===== config.mk =====
export PLATFORM = sky130hd
export DESIGN_NAME = asr_ctrl
export DESIGN_NICKNAME = d
export VERILOG_FILES = /design/src/rtl/asr_pkg.sv /design/src/rtl/asr_ctrl.sv
export SDC_FILE = /design/constraint.sdc
export NUM_CORES = 2
export LEC_CHECK = 0
export BUFFER_PORTS_ARGS = -buffer_cell sky130_fd_sc_hd__buf_2
export CORE_ASPECT_RATIO = 1.4
export CORE_MARGIN = 8
export CORE_UTILIZATION = 45
export DETAILED_ROUTE_END_ITERATION = 7
export PLACE_DENSITY = 0.71
export SLEW_MARGIN = 20
export SYNTH_ARGS = -nofsm -noshare
export SYNTH_HDL_FRONTEND = slang
export SYNTH_SLANG_ARGS = --single-unit
export TNS_END_PERCENT = 10

===== constraint.sdc =====
create_clock -name clock -period 15.04 [get_ports clock]
set_clock_uncertainty 0.15 [all_clocks]
set_input_delay 3.008 -clock clock [delete_from_list [all_inputs] [get_ports clock]]
set_output_delay 3.008 -clock clock [all_outputs]
set_load 0.005 [all_outputs]

===== src/rtl/asr_pkg.sv =====
`timescale 1ns / 1ps
package asr_pkg;

   localparam int DEF_BUFFER_DEPTH  = 131072;
   localparam int DEF_SAMPLE_BITS   = 24;
   localparam int DEF_FRACTION_BITS = 16;

   localparam logic [16:0] GAIN_ONE  = 17'd65536;
   localparam logic [16:0] GAIN_STOP = 17'd66;
   localparam logic [31:0] LFSR_MASK = 32'h8020_0003;

   localparam logic [2:0] REG_MODE  = 3'd0;
   localparam logic [2:0] REG_SLICE = 3'd1;
   localparam logic [2:0] REG_DECAY = 3'd2;
   localparam logic [2:0] REG_SPEED = 3'd3;
   localparam logic [2:0] REG_MIX   = 3'd4;
   localparam logic [2:0] REG_SEED  = 3'd5;

   localparam logic [1:0] MODE_NORMAL   = 2'd0;
   localparam logic [1:0] MODE_REVERSE  = 2'd1;
   localparam logic [1:0] MODE_PINGPONG = 2'd2;
   localparam logic [1:0] MODE_RANDOM   = 2'd3;

   typedef enum logic [3:0] {
      ST_IDLE, ST_TRIG, ST_OFFS, ST_POS, ST_RD0, ST_RD1, ST_INTP, ST_GAIN, ST_MIX, ST_OUT
   } state_type;

   typedef struct packed {
      logic trig;
      logic offs;
      logic pos;
      logic rd0;
      logic rd1;
      logic intp;
      logic gain;
      logic mix;
   } step_type;

   typedef struct packed {
      logic [1:0]  mode;
      logic [17:0] slice;
      logic [16:0] decay;
      logic [17:0] speed;
      logic [16:0] mix;
   } cfg_type;

   localparam cfg_type CFG_RESET = '{
      mode:  MODE_NORMAL,
      slice: 18'd4800,
      decay: 17'd52429,
      speed: 18'd65536,
      mix:   17'd32768
   };
   localparam logic [31:0] SEED_RESET = 32'd1;

endpackage


===== src/rtl/asr_ctrl.sv =====
`timescale 1ns / 1ps
module asr_ctrl #(
   parameter int BUFFER_DEPTH  = 131072,
   parameter int FRACTION_BITS = 16
) (
   input  logic                              clock,
   input  logic                              reset,
   input  asr_pkg::step_type                 step,
   input  asr_pkg::cfg_type                  cfg,
   input  logic                              seed_load,
   input  logic [31:0]                       seed_value,
   input  logic                              note_on,
   input  logic                              note_off,
   output logic [$clog2(BUFFER_DEPTH)-1:0]   addr0,
   output logic [$clog2(BUFFER_DEPTH)-1:0]   addr1,
   output logic [$clog2(BUFFER_DEPTH)-1:0]   wr_addr,
   output logic [FRACTION_BITS-1:0]          frac,
   output logic                              valid0,
   output logic                              valid1,
   output logic                              replay,
   output logic [16:0]                       gain,
   output logic [15:0]                       repeats
);
   import asr_pkg::*;

   localparam int AW  = $clog2(BUFFER_DEPTH);
   localparam int FB  = FRACTION_BITS;
   localparam int PW  = AW + FB;
   localparam int LW  = AW + 1;
   localparam int QW  = LW + FB;
   localparam int SHL = (FB >= 16) ? FB - 16 : 0;
   localparam int SHR = (FB >= 16) ? 0 : 16 - FB;
   localparam int OW  = LW + 16;
   localparam int CW  = OW + SHL;
   localparam int SW  = (CW > QW) ? CW : QW;
   localparam int VW  = 18 + SHL;

   logic [AW-1:0] wp_ff;
   logic          wrapped_ff;
   logic          active_ff;
   logic [LW-1:0] len_ff;
   logic [QW-1:0] pos_ff;
   logic [16:0]   gain_ff;
   logic          fwd_ff;
   logic [15:0]   rstart_ff;
   logic [31:0]   lfsr_ff;
   logic [15:0]   rep_ff;
   logic [OW-1:0] off_ff;
   logic          replay_ff;
   logic [AW-1:0] addr0_ff, addr1_ff;
   logic [FB-1:0] frac_ff;
   logic          v0_ff, v1_ff;

   logic [31:0]   lfsr_in;
   logic [LW-1:0] clip_len;
   logic [CW-1:0] off_c;
   logic [PW-1:0] wp_q, p_rand, p_fwd, p_rev, p_sel;
   logic [QW-1:0] len_q, speed_q, pos_sum;
   logic [AW-1:0] i0, i1;
   logic          fwd_now;
   logic [16:0]   decay_c;
   logic [33:0]   gain_prod;
   logic [16:0]   gain_next;

   always_comb begin
      lfsr_in  = {1'b0, lfsr_ff[31:1]} ^ (lfsr_ff[0] ? LFSR_MASK : 32'd0);
      clip_len = (32'(cfg.slice) > 32'(BUFFER_DEPTH)) ? LW'(BUFFER_DEPTH) : LW'(cfg.slice);
      off_c    = (CW'(off_ff) << SHL) >> SHR;
      wp_q     = {wp_ff, {FB{1'b0}}};
      len_q    = {len_ff, {FB{1'b0}}};
      p_rand   = PW'(SW'(off_c) + SW'(pos_ff));
      p_fwd    = PW'(QW'(wp_q) - len_q + pos_ff);
      p_rev    = wp_q - PW'(pos_ff);
      fwd_now  = (cfg.mode == MODE_NORMAL) || (cfg.mode == MODE_PINGPONG && fwd_ff);
      if (cfg.mode == MODE_RANDOM) begin
         p_sel = p_rand;
      end else if (fwd_now) begin
         p_sel = p_fwd;
      end else begin
         p_sel = p_rev;
      end
      i0        = p_sel[PW-1:FB];
      i1        = i0 + AW'(1);
      speed_q   = QW'((VW'(cfg.speed) << SHL) >> SHR);
      pos_sum   = pos_ff + speed_q;
      decay_c   = (cfg.decay > GAIN_ONE) ? GAIN_ONE : cfg.decay;
      gain_prod = 34'(gain_ff) * 34'(decay_c);
      gain_next = gain_prod[32:16];
   end

   always_ff @(posedge clock) begin
      if (reset) begin
         wp_ff      <= '0;
         wrapped_ff <= 1'b0;
         active_ff  <= 1'b0;
         len_ff     <= '0;
         pos_ff     <= '0;
         gain_ff    <= GAIN_ONE;
         fwd_ff     <= 1'b1;
         rstart_ff  <= '0;
         lfsr_ff    <= SEED_RESET;
         rep_ff     <= '0;
         replay_ff  <= 1'b0;
      end else begin
         if (seed_load) begin
            lfsr_ff <= seed_value;
         end
         if (step.trig && note_on) begin
            active_ff <= 1'b1;
            len_ff    <= clip_len;
            pos_ff    <= '0;
            gain_ff   <= GAIN_ONE;
            fwd_ff    <= 1'b1;
            rep_ff    <= '0;
            if (cfg.mode == MODE_RANDOM) begin
               lfsr_ff   <= lfsr_in;
               rstart_ff <= lfsr_in[31:16];
            end
         end
         if (step.offs) begin
            replay_ff <= active_ff && (len_ff != '0);
         end
         if (step.mix) begin
            if (replay_ff) begin
               if (pos_sum >= len_q) begin
                  pos_ff  <= '0;
                  gain_ff <= gain_next;
                  if (rep_ff != 16'hFFFF) begin
                     rep_ff <= rep_ff + 16'd1;
                  end
                  if (cfg.mode == MODE_PINGPONG) begin
                     fwd_ff <= !fwd_ff;
                  end else if (cfg.mode == MODE_RANDOM) begin
                     lfsr_ff   <= lfsr_in;
                     rstart_ff <= lfsr_in[31:16];
                  end
                  if (gain_next < GAIN_STOP) begin
                     active_ff <= 1'b0;
                  end
               end else begin
                  pos_ff <= pos_sum;
               end
            end else begin
               wp_ff <= wp_ff + AW'(1);
               if (wp_ff == {AW{1'b1}}) begin
                  wrapped_ff <= 1'b1;
               end
            end
            // release acts after this frame
            if (note_off) begin
               active_ff <= 1'b0;
            end
         end
      end
   end

   always_ff @(posedge clock) begin
      if (step.offs) begin
         off_ff <= OW'(rstart_ff) * OW'(LW'(BUFFER_DEPTH) - len_ff);
      end
      if (step.pos) begin
         addr0_ff <= i0;
         addr1_ff <= i1;
         frac_ff  <= p_sel[FB-1:0];
         // entries not yet written since reset read as zero
         v0_ff    <= wrapped_ff || (i0 < wp_ff);
         v1_ff    <= wrapped_ff || (i1 < wp_ff);
      end
   end

   assign addr0   = addr0_ff;
   assign addr1   = addr1_ff;
   assign wr_addr = wp_ff;
   assign frac    = frac_ff;
   assign valid0  = v0_ff;
   assign valid1  = v1_ff;
   assign replay  = replay_ff;
   assign gain    = gain_ff;
   assign repeats = rep_ff;

endmodule


==> flow_summary.yaml <==
worst_setup_path:
  r2r-start: "len_ff[1]"
  critPathKind: "input pin to register"
  start_kind: "input pin"
  r2r_slack_ns: 5.59
  cp_max_fo: 17
  worstSetupEndpointType: "register"
  slowest_delay_ns: 0.62
  crit_slowest_cell: "nor4_1"
  required_ns: 15.36
  worstPathArrival_ns: 11.40
  startpoint: "cfg[46]"
  crit_family: "adder cells"
  rr_worst_depth: 28
  crit_top_cell: "fa_1"
  critPathCapture: "active_ff"
  cp.depth: 31
  path_buf_inv: 8
  rr_endpoint: "off_c[32]"
die:
  die_h_um: 356
  die_w_um: 259
  initial_core_util: 0.455
  std_cell_rows: 124
  design.die.area_um2: 92200
  core_area_um2: 81800
  io_pins: 220
sta:
  grt_setup_unrepaired: "false"
  timing.fmax_mhz: 90.2
  max_slew_margin: 0.230
  finalCritPeriodShare: 0.737
  maxSlewViolCount: 0
  setup_viol: 0
  worst_hold_slack_ns: 0.315
  setup_tns_ns: 0
  min_period_ns: 11.08
  report.final.hold_viol_count: 0
  timing.final.ws_setup_ns: 3.96
  max_slew.worst_pin.slew_ns: 1.15
routing:
  drc: 0
  drt_iter0_drc: 2041
  vias_per_cell: 5.59
  first_pass_iters: 5
  num_vias: 30700
  drt_wl_total_um: 106000
  detail-route-antenna-nets: 0
  wl_per_cell_um: 19.3
power_and_ir_drop:
  leakage_nw: 18.9
  power_density_nw_per_um2: 50.6
  ir_worst_vdd_mv: 0.0844
synthesis:
  ys_seq_area_frac: 0.152
  ys_types: 86
  syn_avg_cell_area_um2: 8.68
  synthFlopType: "dfxtp_1"
  async_flop_share: 0
  synthCells: 4286
  netlist.area_leader.share: 0.283
  ys_warn_count: 0
  ys_top_cells_by_area: "fa_1, ha_1, dfxtp_1"
  syn_area_um2: 37200
  yosysTopAreaCell: "fa_1"
  synth.net_count: 5282
  synth_seq_cells: 239
  synth_edf_count: 85
cts:
  cts_buffer_depth: 3
  numClockSinks: 239
  cts_root_buf: "clkbuf_16"
  ctsResizeCount: 0
  htree_levels: 1
  path_clk_slew_ns: 0.06
  tritoncts: "built"
  postCtsSetupBuffers: 0
  clk_latency_ns: 0.62
  hold_buffers: 0
  numCtsBuffers: 28
finish:
  fin_nets: 5385
  layout_common_cells: "inv_1, fa_1, nand2_1"
  final_common_cell: "inv_1"
  layout-drive-gt1-share: 0.0818
  final_area_um2: 40300
  syn_to_final_growth_pct: 8.40
  fin_util: 0.493
global_route:
  globalRouteOverflowTotal: 0
  grt_pass1_vias: 32100
  grt_pass1_wl_um: 169000
  grt_max_degree: 75
  grt_usage: 0.228
  antenna_found_initial: 5
placement:
  io_buffers: 198
  pre_cts_ws_ns: 3.20
  dpl_cell_area_um2: 39400
  place.gp.congestion: 0.979
  post-dp-hpwl_um: 84100
hold_path:
  hold_class: "register to register"
run:
  maxCapViolCount: 0
outcome:
  status: "completed"
## worst register-to-register path, delay by kind of cell (launching register included)
kind                       cells  cell delay, ns
xor gates and xnor gates       2            1.09
adders and majority gates      8            3.72
AOI/OAI and AO/OA              6            2.15
buffers and inverters          6            0.48
and+or+nand+nor                6            1.07
DFF                            1            0.64
## cells in the mapped netlist (40+ instances only)
library cell / number
inv_1: 743
fa_1: 526
nand2_1: 519
ha_1: 353
and2_1: 260
nor2_1: 211
a21oi_1: 204
xnor2_1: 167
dfxtp_1: 154
clkbuf_1: 149
o21ai_0: 107
edfxtp_1: 85
a21o_1: 66
nand3_1: 66
xor2_1: 49
a211oi_1: 44
nor2b_1: 40
## kinds of logic after synthesis
family,after synthesis,share of synthesized area
AND/OR/NAND/NOR,1323,0.174
XOR/XNOR,216,0.0509
AO/OA/AOI/OAI,674,0.118
buffers and inverters,918,0.0932
multiplexers,37,0.0106
adder cells (fa/ha/maj),879,0.402
flip-flops,239,0.152
## state kept, by name, summed over array words and instances (netlist names)
register    cells
valid0          1
off_c          33
active_ff       1
wrapped_ff      1
replay          1
addr1          17
len_ff         18
frac           16
repeats        16
wr_addr        17
pos_ff         34
fwd_ff          1
addr0          17
valid1          1
lfsr_ff        32
gain           17
rstart_ff      16
## worst min-delay path by stage
stage                             from      endpoint  slack (ns)  cells after the start
after floorplan            lfsr_ff[21]   lfsr_ff[20]        0.30                      2
after global placement    rstart_ff[0]  rstart_ff[0]        0.30                      2
after detailed placement  rstart_ff[0]  rstart_ff[0]        0.31                      2
after CTS                 rstart_ff[0]  rstart_ff[0]        0.32                      2
after global routing      rstart_ff[0]  rstart_ff[0]        0.34                      2
final                     rstart_ff[0]  rstart_ff[0]        0.32                      2
## metal layers
metal	global-route usage	share of wire	up-vias
met1	0.251	0.37	15200
met5	0	0.00011	-
li1	-	-	14100
met4	0.132	0.062	2
met2	0.417	0.51	1066
met3	0.0295	0.058	347
## layout make-up
type	count	area, um2
Fill cell	7685	41500
Multi-Input combinational cell	3129	28200
Sequential cell	239	5640
Inverter	743	2790
Timing Repair Buffer	248	1370
Tap cell	1071	1340
Clock buffer	34	786
Clock inverter	18	146
Antenna cell	4	10.0
## where the power goes
part | total [W] | leakage, nW | internal (W) | switching [W]
sequential | 0.000743 | 2.11 | 0.000717 | 0.0000263
clock | 0.000705 | 0.462 | 0.000379 | 0.000326
combinational | 0.000591 | 16.3 | 0.000223 | 0.000368
total | 0.00204 | 18.9 | 0.00132 | 0.000720
## through the flow
step                power (W)  instances
floorplan             0.00113       4286
global placement      0.00133       5430
detailed placement    0.00134       5430
CTS                   0.00205       5482
global route          0.00214       5485
finish                0.00204       5486
Power figures use the tool's default switching activity.
